===== src/hw/rtl/mlrq_pkg.sv =====
// Shared types and codes for the multilevel ready-queue scheduler.
// No dependencies.
`default_nettype none
package mlrq_pkg;
  typedef enum logic [2:0] {
    REQ_ADD = 3'd0, REQ_SCHED = 3'd1, REQ_REMOVE = 3'd2,
    REQ_CHANGE = 3'd3, REQ_END = 3'd4, REQ_TICK = 3'd5
  } req_t;
  localparam logic [1:0] ST_DONE = 2'd0;
  localparam logic [1:0] ST_BAD_PRI = 2'd1;
  localparam logic [1:0] ST_NONE = 2'd2;
  localparam logic [2:0] ADDR_TIME_SLICE = 3'd0;
  typedef struct packed {
    logic [2:0] req;
    logic [5:0] id;
    logic [2:0] pri;
  } cmd_t;
  typedef enum logic [3:0] {
    S_IDLE, S_DISPATCH, S_SCAN, S_POP, S_REQUEUE, S_WALK, S_WALK_RD,
    S_UNLINK, S_PUSH, S_PUSH_WR, S_DONE
  } state_t;
endpackage
`default_nettype wire


===== src/hw/rtl/multilevel_ready_queue_scheduler_core.sv =====
// Multilevel ready-queue scheduler: one request in, one result out per request.
// A schedule request scans the levels in up to two passes and requeues the outgoing task; remove,
// change and end of a queued task walk the level's link list.
// Depends on mlrq_pkg, mlrq_front, mlrq_back.
`default_nettype none
module multilevel_ready_queue_scheduler_core
  import mlrq_pkg::*;
#(
  parameter int LEVELS = 5,
  parameter int MAX_TASKS = 64
) (
  input  wire logic        clk,
  input  wire logic        rst,
  input  wire logic        psel,
  input  wire logic        penable,
  input  wire logic        pwrite,
  input  wire logic [2:0]  paddr,
  input  wire logic [31:0] pwdata,
  output logic [31:0]      prdata,
  output logic             pready,
  input  wire logic        in_valid,
  output logic             in_stall,
  input  wire logic [2:0]  req_type,
  input  wire logic [5:0]  task_id,
  input  wire logic [2:0]  priority_req,
  output logic             out_valid,
  input  wire logic        out_stall,
  output logic [1:0]       status,
  output logic [5:0]       next_task,
  output logic [5:0]       prev_task,
  output logic             switched,
  output logic             prev_ended,
  output logic             slice_expired,
  output logic [6:0]       ready_count
);
  logic [15:0] time_slice;
  logic cmd_valid, cmd_take;
  cmd_t cmd;
  assign pready = 1'b1;
  assign prdata = (paddr == ADDR_TIME_SLICE) ? {16'd0, time_slice} : 32'd0;
  always_ff @(posedge clk) begin
    if (rst) time_slice <= 16'd5;
    else if (psel && penable && pwrite && paddr == ADDR_TIME_SLICE)
      time_slice <= pwdata[15:0];
  end
  mlrq_front u_front (
    .clk, .rst, .in_valid, .in_stall, .req_type, .task_id, .priority_req,
    .cmd_valid, .cmd, .cmd_take
  );
  mlrq_back #(.LEVELS(LEVELS), .MAX_TASKS(MAX_TASKS)) u_back (
    .clk, .rst, .cmd_valid, .cmd, .cmd_take, .time_slice, .out_valid, .out_stall,
    .status, .next_task, .prev_task, .switched, .prev_ended, .slice_expired,
    .ready_count
  );
  a_stall_hold: assert property (@(posedge clk) disable iff (rst)
    out_valid && out_stall |=> out_valid && $stable(status) && $stable(next_task))
    else $error("result changed under stall");
  a_count_range: assert property (@(posedge clk) disable iff (rst)
    out_valid |-> ready_count <= 7'(MAX_TASKS))
    else $error("ready count out of range");
  a_switch_prev: assert property (@(posedge clk) disable iff (rst)
    out_valid && !switched |-> prev_task == 6'd0 && !prev_ended)
    else $error("prev fields set without switch");
endmodule
`default_nettype wire


===== src/hw/rtl/mlrq_front.sv =====
// Front end: accepts requests and holds them in a two-entry queue.
// Depends on mlrq_pkg.
`default_nettype none
module mlrq_front
  import mlrq_pkg::*;
(
  input  wire logic       clk,
  input  wire logic       rst,
  input  wire logic       in_valid,
  output logic            in_stall,
  input  wire logic [2:0] req_type,
  input  wire logic [5:0] task_id,
  input  wire logic [2:0] priority_req,
  output logic            cmd_valid,
  output cmd_t            cmd,
  input  wire logic       cmd_take
);
  cmd_t slot [2];
  logic rd_ptr, wr_ptr;
  logic [1:0] fill;
  logic push, pop;
  assign in_stall = fill[1];
  assign push = in_valid && !in_stall;
  assign pop = cmd_take && cmd_valid;
  assign cmd_valid = fill != 2'd0;
  assign cmd = slot[rd_ptr];
  always_ff @(posedge clk) begin
    if (push) begin
      slot[wr_ptr] <= '{req: req_type, id: task_id, pri: priority_req};
    end
    if (rst) begin
      rd_ptr <= 1'b0;
      wr_ptr <= 1'b0;
      fill <= 2'd0;
    end else begin
      if (push) wr_ptr <= !wr_ptr;
      if (pop) rd_ptr <= !rd_ptr;
      fill <= fill + {1'b0, push} - {1'b0, pop};
    end
  end
endmodule
`default_nettype wire


===== src/hw/rtl/mlrq_back.sv =====
// Back end: ready queues, link memory, scan and unlink sequencer.
// Depends on mlrq_pkg.
`default_nettype none
module mlrq_back
  import mlrq_pkg::*;
#(
  parameter int LEVELS = 5,
  parameter int MAX_TASKS = 64
) (
  input  wire logic        clk,
  input  wire logic        rst,
  input  wire logic        cmd_valid,
  input  wire cmd_t        cmd,
  output logic             cmd_take,
  input  wire logic [15:0] time_slice,
  output logic             out_valid,
  input  wire logic        out_stall,
  output logic [1:0]       status,
  output logic [5:0]       next_task,
  output logic [5:0]       prev_task,
  output logic             switched,
  output logic             prev_ended,
  output logic             slice_expired,
  output logic [6:0]       ready_count
);
  localparam int TW = $clog2(MAX_TASKS);
  localparam int LW = (LEVELS > 1) ? $clog2(LEVELS) : 1;
  localparam int CW = $clog2(MAX_TASKS + 1);

  logic [5:0] link_mem [MAX_TASKS];
  logic [5:0] link_rd;
  logic [TW-1:0] link_ra, link_wa;
  logic [5:0] link_wd;
  logic link_we;
  always_ff @(posedge clk) begin
    if (link_we) link_mem[link_wa] <= link_wd;
    link_rd <= link_mem[link_ra];
  end

  logic [5:0] q_head [LEVELS], q_head_next [LEVELS];
  logic [5:0] q_tail [LEVELS], q_tail_next [LEVELS];
  logic [CW-1:0] q_len [LEVELS], q_len_next [LEVELS];
  logic [CW-1:0] serve [LEVELS], serve_next [LEVELS];
  logic [2:0] lvl [MAX_TASKS];
  logic [TW-1:0] lvl_ra;
  logic [2:0] lvl_rd;
  logic [MAX_TASKS-1:0] lvl_known;
  logic lvl_known_rd;
  logic [MAX_TASKS-1:0] queued, queued_next;
  logic [5:0] running, running_next;
  logic ended_flag, ended_flag_next;
  logic [15:0] slice_left, slice_left_next;
  logic [6:0] total, total_next;
  state_t state, state_next;
  cmd_t cur, cur_next;
  logic [LW-1:0] scan_lv, scan_lv_next;
  logic pass, pass_next;
  logic [5:0] walk, walk_next, old_id, old_id_next;
  logic [CW-1:0] walk_n, walk_n_next;
  logic [2:0] push_lv, push_lv_next;
  logic [5:0] push_id, push_id_next;
  logic lvl_we;
  logic [2:0] lvl_wd;
  logic [1:0] st, st_next;
  logic [5:0] pv, pv_next;
  logic sw, sw_next, pe, pe_next;
  logic after_push_done, after_push_done_next;

  logic id_ok, id_run, id_q;
  logic [2:0] id_lv;
  assign id_ok = {26'd0, cur.id} < MAX_TASKS;
  assign id_run = cur.id == running;
  assign id_q = id_ok && queued[cur.id[TW-1:0]];
  assign id_lv = lvl_known_rd ? lvl_rd : 3'd0;

  always_comb begin
    state_next = state;
    cur_next = cur;
    q_head_next = q_head;
    q_tail_next = q_tail;
    q_len_next = q_len;
    serve_next = serve;
    queued_next = queued;
    running_next = running;
    ended_flag_next = ended_flag;
    slice_left_next = slice_left;
    total_next = total;
    scan_lv_next = scan_lv;
    pass_next = pass;
    walk_next = walk;
    walk_n_next = walk_n;
    old_id_next = old_id;
    push_lv_next = push_lv;
    push_id_next = push_id;
    st_next = st;
    pv_next = pv;
    sw_next = sw;
    pe_next = pe;
    after_push_done_next = after_push_done;
    cmd_take = 1'b0;
    link_we = 1'b0;
    link_wa = '0;
    link_wd = '0;
    link_ra = cur.id[TW-1:0];
    lvl_ra = cur.id[TW-1:0];
    lvl_we = 1'b0;
    lvl_wd = cur.pri;
    unique case (state)
      S_IDLE: begin
        lvl_ra = cmd.id[TW-1:0];
        if (cmd_valid) begin
          cmd_take = 1'b1;
          cur_next = cmd;
          st_next = ST_DONE;
          pv_next = '0;
          sw_next = 1'b0;
          pe_next = 1'b0;
          state_next = S_DISPATCH;
        end
      end
      S_DISPATCH: begin
        state_next = S_DONE;
        scan_lv_next = '0;
        pass_next = 1'b0;
        case (cur.req)
          REQ_ADD: begin
            if ({29'd0, cur.pri} >= LEVELS) st_next = ST_BAD_PRI;
            else if (!id_ok) st_next = ST_NONE;
            else if (!id_q && !id_run) begin
              lvl_we = 1'b1;
              push_lv_next = cur.pri;
              push_id_next = cur.id;
              state_next = S_PUSH;
            end
          end
          REQ_SCHED: state_next = S_SCAN;
          REQ_REMOVE: begin
            if (!id_ok || id_run || !id_q) st_next = ST_NONE;
            else state_next = S_WALK;
          end
          REQ_CHANGE: begin
            if ({29'd0, cur.pri} >= LEVELS) st_next = ST_BAD_PRI;
            else if (!id_ok) st_next = ST_NONE;
            else if (!id_run && id_q) state_next = S_WALK;
            else lvl_we = 1'b1;
          end
          REQ_END: begin
            if (!id_ok) st_next = ST_NONE;
            else if (id_run) begin
              ended_flag_next = 1'b1;
              state_next = S_SCAN;
            end else if (id_q) state_next = S_WALK;
          end
          REQ_TICK: if (slice_left != 16'd0) slice_left_next = slice_left - 16'd1;
          default: ;
        endcase
        if (state_next == S_WALK) begin
          walk_next = q_head[id_lv[LW-1:0]];
          walk_n_next = {{(CW-1){1'b0}}, 1'b1};
          link_ra = q_head[id_lv[LW-1:0]][TW-1:0];
        end
      end
      S_SCAN: begin
        if (serve[scan_lv] < q_len[scan_lv]) begin
          state_next = S_POP;
          link_ra = q_head[scan_lv][TW-1:0];
        end else begin
          serve_next[scan_lv] = '0;
          if ({{(32-LW){1'b0}}, scan_lv} == LEVELS - 1) begin
            scan_lv_next = '0;
            pass_next = 1'b1;
            if (pass) begin
              st_next = ST_NONE;
              state_next = S_DONE;
            end
          end else scan_lv_next = scan_lv + 1'b1;
        end
      end
      S_POP: begin
        lvl_ra = running[TW-1:0];
        old_id_next = running;
        running_next = q_head[scan_lv];
        queued_next[q_head[scan_lv][TW-1:0]] = 1'b0;
        if (q_len[scan_lv] > 1) q_head_next[scan_lv] = link_rd;
        q_len_next[scan_lv] = q_len[scan_lv] - 1'b1;
        total_next = total - 7'd1;
        serve_next[scan_lv] = serve[scan_lv] + 1'b1;
        slice_left_next = time_slice;
        pv_next = running;
        sw_next = 1'b1;
        state_next = S_REQUEUE;
      end
      S_REQUEUE: begin
        state_next = S_DONE;
        if (ended_flag) pe_next = 1'b1;
        else if ({29'd0, id_lv} < LEVELS) begin
          push_lv_next = id_lv;
          push_id_next = old_id;
          state_next = S_PUSH;
        end
        ended_flag_next = 1'b0;
      end
      S_WALK: begin
        link_ra = walk[TW-1:0];
        if (q_head[id_lv[LW-1:0]] == cur.id) begin
          if (q_len[id_lv[LW-1:0]] > 1) q_head_next[id_lv[LW-1:0]] = link_rd;
          q_len_next[id_lv[LW-1:0]] = q_len[id_lv[LW-1:0]] - 1'b1;
          total_next = total - 7'd1;
          state_next = S_UNLINK;
        end else begin
          state_next = S_WALK_RD;
        end
      end
      S_WALK_RD: begin
        if (walk_n >= q_len[id_lv[LW-1:0]]) state_next = S_UNLINK;
        else if (link_rd == cur.id) begin
          link_ra = cur.id[TW-1:0];
          state_next = S_WALK_RD;
          walk_n_next = q_len[id_lv[LW-1:0]];
          old_id_next = walk;
          after_push_done_next = 1'b1;
        end else begin
          walk_next = link_rd;
          walk_n_next = walk_n + 1'b1;
          link_ra = link_rd[TW-1:0];
          state_next = S_WALK;
          if ({26'd0, link_rd} >= MAX_TASKS) state_next = S_UNLINK;
        end
        if (after_push_done) begin
          after_push_done_next = 1'b0;
          link_we = 1'b1;
          link_wa = old_id[TW-1:0];
          link_wd = link_rd;
          if (q_tail[id_lv[LW-1:0]] == cur.id) q_tail_next[id_lv[LW-1:0]] = old_id;
          q_len_next[id_lv[LW-1:0]] = q_len[id_lv[LW-1:0]] - 1'b1;
          total_next = total - 7'd1;
          state_next = S_UNLINK;
        end
      end
      S_UNLINK: begin
        queued_next[cur.id[TW-1:0]] = 1'b0;
        state_next = S_DONE;
        if (cur.req == REQ_CHANGE) begin
          lvl_we = 1'b1;
          push_lv_next = cur.pri;
          push_id_next = cur.id;
          state_next = S_PUSH;
        end
      end
      S_PUSH: state_next = S_PUSH_WR;
      S_PUSH_WR: begin
        if (q_len[push_lv[LW-1:0]] == '0) q_head_next[push_lv[LW-1:0]] = push_id;
        else begin
          link_we = 1'b1;
          link_wa = q_tail[push_lv[LW-1:0]][TW-1:0];
          link_wd = push_id;
        end
        q_tail_next[push_lv[LW-1:0]] = push_id;
        q_len_next[push_lv[LW-1:0]] = q_len[push_lv[LW-1:0]] + 1'b1;
        total_next = total + 7'd1;
        queued_next[push_id[TW-1:0]] = 1'b1;
        state_next = S_DONE;
      end
      S_DONE: if (!out_valid || !out_stall) state_next = S_IDLE;
      default: state_next = S_IDLE;
    endcase
  end

  always_ff @(posedge clk) begin
    if (lvl_we) lvl[cur.id[TW-1:0]] <= lvl_wd;
    lvl_rd <= lvl[lvl_ra];
    lvl_known_rd <= lvl_known[lvl_ra];
    cur <= cur_next;
    walk <= walk_next;
    walk_n <= walk_n_next;
    old_id <= old_id_next;
    push_lv <= push_lv_next;
    push_id <= push_id_next;
    st <= st_next;
    pv <= pv_next;
    sw <= sw_next;
    pe <= pe_next;
    scan_lv <= scan_lv_next;
    pass <= pass_next;
    if (state == S_DONE && (!out_valid || !out_stall)) begin
      status <= st;
      next_task <= running;
      prev_task <= pv;
      switched <= sw;
      prev_ended <= pe;
      slice_expired <= slice_left == 16'd0;
      ready_count <= total;
    end
    if (rst) begin
      state <= S_IDLE;
      for (int i = 0; i < LEVELS; i++) begin
        q_head[i] <= '0;
        q_tail[i] <= '0;
        q_len[i] <= '0;
        serve[i] <= '0;
      end
      lvl_known <= '0;
      queued <= '0;
      running <= '0;
      ended_flag <= 1'b0;
      slice_left <= 16'd5;
      total <= '0;
      out_valid <= 1'b0;
      after_push_done <= 1'b0;
    end else begin
      state <= state_next;
      q_head <= q_head_next;
      q_tail <= q_tail_next;
      q_len <= q_len_next;
      serve <= serve_next;
      if (lvl_we) lvl_known[cur.id[TW-1:0]] <= 1'b1;
      queued <= queued_next;
      running <= running_next;
      ended_flag <= ended_flag_next;
      slice_left <= slice_left_next;
      total <= total_next;
      after_push_done <= after_push_done_next;
      if (state == S_DONE && (!out_valid || !out_stall)) out_valid <= 1'b1;
      else if (!out_stall) out_valid <= 1'b0;
    end
  end
endmodule
`default_nettype wire

===== config.mk =====
export PLATFORM = sky130hd
export DESIGN_NAME = multilevel_ready_queue_scheduler_core
export DESIGN_NICKNAME = d
export VERILOG_FILES = /design/src/hw/rtl/mlrq_pkg.sv /design/src/hw/rtl/multilevel_ready_queue_scheduler_core.sv /design/src/hw/rtl/mlrq_front.sv /design/src/hw/rtl/mlrq_back.sv
export SDC_FILE = /design/constraint.sdc
export NUM_CORES = 2
export LEC_CHECK = 0
export BUFFER_PORTS_ARGS = -buffer_cell sky130_fd_sc_hd__buf_2
export CAP_MARGIN = 15
export CORE_MARGIN = 2
export CORE_UTILIZATION = 40
export CTS_BUF_LIST = sky130_fd_sc_hd__clkbuf_16
export CTS_CLUSTER_DIAMETER = 30
export DETAILED_ROUTE_END_ITERATION = 6
export HOLD_SLACK_MARGIN = 0.02
export PLACE_DENSITY_LB_ADDON = 0.1
export SYNTH_ARGS = -nofsm -noshare
export SYNTH_HDL_FRONTEND = slang
export SYNTH_SLANG_ARGS = --single-unit

===== constraint.sdc =====
create_clock -name clk -period 6.2 [get_ports clk]
set_clock_uncertainty 0.1 [all_clocks]
set_input_delay 0.62 -clock clk [delete_from_list [all_inputs] [get_ports clk]]
set_output_delay 0.62 -clock clk [all_outputs]
set_load 0.005 [all_outputs]

# --- Yosys cells after proc, flatten, opt, wreduce, memory -nomap -nowiden ---
# Memory sizes are Yosys's and may differ from the RTL's. A register that Yosys moved wholly into a read port is not among the register bits.
# Index checks and enable logic that the tools add are counted.
classes:
  n_mux: 184
  magnitude_cmp: 19
  bitwise_logic: 11
  add_sub_neg: 11
  n_eq_ne: 53
  n_reduce_logical: 62
op_table:
  columns: ["operator", "n"]
  rows:
  - ["$pmux 64 s3", 1]
  - ["$mux 6", 31]
  - ["$mux 30", 6]
  - ["$bwmux 30", 5]
  - ["$bwmux 35", 4]
  - ["$pmux 35 s4", 1]
  - ["$and 64x64->64", 2]
  - ["$not 64->64", 2]
  - ["$or 64x64->64", 2]
  - ["$mux 7", 16]
  - ["$mux 35", 3]
  - ["$pmux 30 s3", 1]
  - ["$bmux 7 s3", 4]
  - ["$bmux 6 s3", 4]
  - ["$pmux 6 s2", 6]
  - ["$pmux 35 s2", 1]
  - ["$demux 7 s3", 3]
  - ["$mux 4", 15]
  - ["$pmux 30 s2", 1]
  - ["$demux 6 s3", 3]
  - ["$mux 16", 3]
  - ["$pmux 4 s11", 1]
  - ["$ne 2x1->1 const B", 18]
  - ["$and 35x35->35", 1]
  - ["other kinds (63)", 206]
totals:
  mem_bits_rw: 600
  out_inout_bits: 59
  memories: 3
  ff_bits: 393
  inputBits: 54
mem_list:
  columns: ["name", "depth", "word_bits", "rd", "rd_ports_with_merged_regs", "wr", "line", "rtl"]
  rows:
  - ["u_back.link_mem", 64, 6, 1, 1, 1, "mlrq_back.sv:30", "logic [5:0] link_mem [MAX_TASKS];"]
  - ["u_back.lvl", 64, 3, 1, 1, 1, "mlrq_back.sv:44", "logic [2:0] lvl [MAX_TASKS];"]
  - ["u_front.slot", 2, 12, 1, 1, 1, "mlrq_front.sv:18", "cmd_t slot [2];"]

# --- Logic depth before layout (Yosys ltp) ---
logic_depth:
  depth_word: 11
  mapped_depth: 24
  ltp_nobuf: 18

# --- Modules after synthesis ---
# From an unflattened synthesis, not the netlist that was laid out.
unflattened:
  hier_cells: 4468
  hier_area_um2: 46938.8
modules_own_cells:
  columns: ["module", "area_per_inst_um2", "instances", "cells_per_inst"]
  rows:
  - ["mlrq_back", 44845.5, 1, 4297]
  - ["mlrq_front", 1103.6, 1, 64]
  - ["multilevel_ready_queue_scheduler_core", 989.7, 1, 107]

# --- Least setup slack after synthesis ---
# No wires, ideal clock.
synth_timing:
  kind: "reg-to-reg"
  start: "reg u_back.scan_lv[0]"
  end: "reg u_back.link_rd[3], read port of u_back.link_mem"
  path_slack_ps: 977
  setup_ps: 134
  period_less_slack_ps: 5223
  required_time_ps: 5966
  arrival_ps: 4989
  stages_incl_launch_ff: 19
  cell_sequence: "edfxtp_1 -> buf_2 -> buf_2 -> buf_2 -> buf_1 -> mux4_2 -> a22oi_1 -> inv_1 -> ha_1 -> a21o_1 -> a21oi_1 -> o21ai_1 -> or3_1 -> o211ai_1 -> a221o_1 -> buf_1 -> mux2i_1 -> nor2_1 -> or4_1"
synth_via:
  elab_chain_cells: 7
  elab_cells_between_ends: 13
  classes_between: "1 x order compare; 11 x mux; 1 x bitwise"
synth_rtl:
  columns: ["item", "line", "rtl"]
  rows:
  - ["start, declared", "mlrq_back.sv:56", "logic [LW-1:0] scan_lv, scan_lv_next;"]
  - ["start signal, assigned", "mlrq_back.sv:283", "scan_lv <= scan_lv_next;"]
  - ["$not 3->4 (not written as such) (*)", "mlrq_back.sv:164, mlrq_back.sv:166", null]
  - ["$bmux 7 s3", "mlrq_back.sv:164", "if (serve[scan_lv] < q_len[scan_lv]) begin"]
  - ["$mux 7 (not written as such) (2 in a row)", "mlrq_back.sv:164", null]
  - ["$lt 7x7->1", "mlrq_back.sv:164", null]
  - ["$mux 6 (*)", "mlrq_back.sv:164", null]
  - ["$pmux 6 s4 (*)", "mlrq_back.sv:108", "unique case (state)"]
  - ["end, declared", "mlrq_back.sv:31", "logic [5:0] link_rd;"]
# Mark *: on every way between the ends. The rest lies on a longest branch, timed or not. The select of a mux whose other input is x is not followed.
# A chain may end at the register's enable or synchronous reset.

# --- Worst setup path after layout ---
layout_timing:
  start: "reg u_back.lvl_rd[1], read port of u_back.lvl"
  end: "reg u_back.link_rd[4], read port of u_back.link_mem"
layout_via:
  elab_chain_cells: 8
  elab_cells_between_ends: 12
  classes_between: "1 x order compare; 10 x mux; 1 x bitwise"
layout_rtl:
  columns: ["item", "line", "rtl"]
  rows:
  - ["start, declared", "mlrq_back.sv:46", "logic [2:0] lvl_rd;"]
  - ["$mux 3 (*)", "mlrq_back.sv:74", "assign id_lv = lvl_known_rd ? lvl_rd : 3'd0;"]
  - ["$not 3->4 (not written as such) (*)", "mlrq_back.sv:160, mlrq_back.sv:215", null]
  - ["$bmux 7 s3", "mlrq_back.sv:215", "if (walk_n >= q_len[id_lv[LW-1:0]]) state_next = S_UNLINK;"]
  - ["$mux 7 (not written as such) (2 in a row)", "mlrq_back.sv:215", null]
  - ["$ge 7x7->1", "mlrq_back.sv:215", null]
  - ["$mux 6", "mlrq_back.sv:215", null]
  - ["$pmux 6 s4 (*)", "mlrq_back.sv:108", null]
# Marked as above.

==> metrics.md <==
| Metric | Value |
|---|---|
| Status | `finished, final reports clean` |
| Fraction of the cycle the final worst path needs | `0.9538` |
| Most common cell on crit path | `or3_1` |
| Seq/Total Area, Yosys | `0.5706` |
| Gr usage total | `0.2523` |
| Die height | `347.1 um` |
| Initial core utilization | `0.4041` |
| Worst path slowest cell | `dfxtp_1` |
| Max Clk Rate | `0.1691 GHz` |
| RSZ-0062 raised after global routing | `false` |
| Max-slew violation count | `0` |
| Port Buffers | `79` |
| Worst-skew pair later-pin latency | `0.83 ns` |
| Vias | `38183` |
| # DRC | `0` |
| Synthesized area | `0.04708 sq mm` |
| Max rail drop VDD | `0.4408 mV` |
| Clock slew at reported path FFs | `0.05 ns` |
| Gr ovfl total | `0` |
| CP max stage delay | `0.68 ns` |
| Vias in the first global route | `37025` |
| Post-DP HPWL | `98400 um` |
| Count leader, synth | `nand2_1` |
| Crit. Startpoint | `u_back.lvl_rd[1]` |
| Number of flops mapped to enable cells by yosys | `678` |
| Dominant synthesized flop cell | `edfxtp_1` |
| Family with the most delay on the worst path | `compound AO/OA/AOI/OAI gates` |
| Routed WL | `155000 um` |
| Router iterations before antenna repair | `6` |
| Hold/Removal Path Class | `in -> reg` |
| Post-synth top area share | `0.4324` |
| Non-Filler Instances | `6541` |
| Cell variety after synth | `106` |
| I/O pin total | `113` |
| Crit-path max FO | `13` |
| Post-synth top cells | `705 x nand2_1, 678 x edfxtp_1, 485 x nor2_1` |
| Worst-Margin Slew | `1.219 ns` |
| Post-Syn Area per Cell | `10.20 sq um` |
| Synth warn | `0` |
| Crit path DAT | `6.58 ns` |
| Largest net degree at the start of global routing | `186` |
| Ys async rst share | `0` |
| #FFs+latches synth | `1003` |
| Initial DRC count | `3793` |
| Inst Count DP | `6050` |
| Buffers and inverters on the worst path | `1` |
| Row cnt | `125` |
| Register area | `0.02687 sq mm` |
| Pwr Density | `571.6 mW/mm^2` |
| Total CTS buffers | `240` |
| Setup Fix Bufs, Post-CTS | `0` |
| Deepest clock path buffer count | `3` |
| CP Cell Sequence | `inv_2 -> or3_1 -> o22ai_1 -> or3_1 -> ha_1 -> a211o_1 -> o211ai_1 -> o311a_1 -> mux2_1 -> a221oi_1 -> nand2_1 -> o32a_1 -> a211o_1 -> or4b_1 -> o221a_1 -> o2111ai_1 -> or3_1` |
| Synth top area cells | `edfxtp_1 43%, dfxtp_1 14%, nand2_1 5.6%, nor2_1 3.9%, a21oi_1 3.6%` |
| Vias/cell | `5.837` |
| Post-Syn Instances | `4617` |
| Final net count | `4884` |
| Die ar. | `0.1205 sq mm` |
| Core area | `0.1165 sq mm` |
| HP Start | `in_valid` |
| Initial antenna violation count | `5` |
| Setup-failing EPs final | `0` |
| Fin crit period | `5.914 ns` |
| Ratio of cells with drive above 1 in the final layout | `0.1495` |
| Area growth, synth to finish | `23.65%` |
| TritonCTS clock tree | `yes` |
| Max-Cap Viols | `0` |
| Num Clock Sinks | `1003` |
| Leak | `20.15 nW` |
| Final hold viol count | `0` |
| WL/cell | `23.69 um` |
| Worst Setup Start Kind | `flop` |
| Multi-input gate area | `0.01870 sq mm` |
| Critical path required time | `6.87 ns` |
| H-tree depth | `4` |
| Area leader, netlist | `edfxtp_1` |
| Layout fillers | `10576` |
| Setup TNS Final | `0 ns` |
| Worst r2r src | `u_back.lvl_rd[1]` |
| Max-slew headroom | `0.1841` |
| Kind of end point of the critical path | `flop` |
| Chip width | `347.1 um` |
| Final GP Congestion | `0.9213` |
| Kind of critical path | `reg -> reg` |
| Clock Root Buffer | `clkbuf_16` |
| Antenna Nets Post-Route | `0` |
| First-pass GRT wire length | `233200 um` |
-- final cells by class --
type / instances / share of cell area
multi-input cells: 3245 / 0.3212
inverters: 47 / 0.003030
well taps: 1524 / 0.03276
repair buffers: 261 / 0.03533
clock buffers: 241 / 0.1036
diodes: 1 / 0.00004299
clock inverters: 219 / 0.04253
flip-flops and latches: 1003 / 0.4615
-- worst reg2reg max path: cells and delay by family (launching register included) --
kind / cells / cell delay (ns)
fa+ha+maj: 1 / 0.28
compound gates: 9 / 2.59
buf+inv: 1 / 0.07
flops: 1 / 0.68
mux: 1 / 0.38
simple gates: 5 / 1.75
-- registers in the layout, indices dropped and copies added (netlist names), 7 cells and up, named ones only --
signal,count
u_back.link_mem,384
u_back.lvl,192
u_back.lvl_known,64
u_back.queued,64
u_back.q_len,35
u_back.serve,35
u_back.q_head,30
u_back.q_tail,30
u_front.slot,24
time_slice,16
u_back.slice_left,16
u_back.cur,9
u_back.ready_count,7
u_back.total,7
u_back.walk_n,7
-- placed cells by master, fill, tap and decap left out, types with 16 or more instances in the layout --
cell	instances
buf_2	78
clkbuf_16	241
or2_2	17
a21oi_1	331
nor4_1	17
buf_4	136
clkinv_1	37
or2_0	17
bufinv_16	37
nor2b_1	23
mux2i_1	123
edfxtp_1	678
nand2b_1	31
conb_1	17
inv_1	55
nor3_1	50
clkinv_4	30
nor2_1	484
nand4_1	50
xor2_1	23
mux2_2	24
clkinvlp_4	33
a311oi_1	16
dfxtp_1	325
inv_6	18
a211oi_1	217
nand2_1	704
and2_1	93
o21ai_0	122
o22ai_1	120
buf_12	17
and3_1	29
o221ai_1	20
a31oi_1	85
xnor2_1	41
clkinv_2	35
nand3_1	169
ha_1	31
dlygate4sd3_1	29
a22oi_1	137
-- through the flow --
stage               utilization  setup WS, ns  hold WS [ns]  total power [W]  cell area [sq um]
floorplan                     -        0.9771        0.3003          0.01599              47140
global placement         0.4239        0.3084        0.3010          0.02037              49390
detailed placement       0.4239        0.2524        0.3045          0.02037              49390
CTS                      0.4994        0.2335        0.1380          0.03338              58190
global route             0.4996       0.09215        0.1962          0.03489              58210
finish                   0.4996        0.2864        0.1897          0.03327              58210
-- per-layer routing --
metal,vias up,routed length (um),global-route usage
met5,-,21,0
met2,1530,72250,0.4012
met1,18731,67220,0.3394
met3,359,10260,0.04704
li1,17559,-,-
met4,4,5236,0.1015
-- cells by family (layout without fill, tap and decap cells) --
kind of cell | after synthesis | after routing | share of synthesized area
muxes | 156 | 156 | 0.03580
buffers and inverters | 384 | 768 | 0.03654
DFF | 1003 | 1003 | 0.5706
and+or+nand+nor | 1756 | 1756 | 0.1668
AOI/OAI and AO/OA | 1220 | 1220 | 0.1695
xor gates and xnor gates | 64 | 64 | 0.01191
adders and majority gates | 32 | 32 | 0.008664
other | 2 | 18 | 0.0001595
-- where the power goes --
part | leakage, nW | total [W] | switching [W] | internal (W)
clock | 4.12 | 0.0129 | 0.00423 | 0.00867
combinational | 7.83 | 0.0125 | 0.00850 | 0.00398
sequential | 8.20 | 0.00789 | 0.000310 | 0.00758
-- final timing paths --
path | endpoint | slack [ns] | depth (start not counted)
hold / removal | u_front.wr_ptr | 0.19 | 4
hold reg to reg | u_back.status[1] | 0.30 | 0
setup reg to reg | u_back.link_rd[4] | 0.29 | 17
setup / recovery | u_back.link_rd[4] | 0.29 | 17
-- repair_timing --
item,in CTS,in global routing
hold buffers,29,0
resized for setup,0,2
endpoints found under the setup margin,0,6
hold endpoints to repair,41,0
Note: power is estimated with default switching activity, not from simulation.
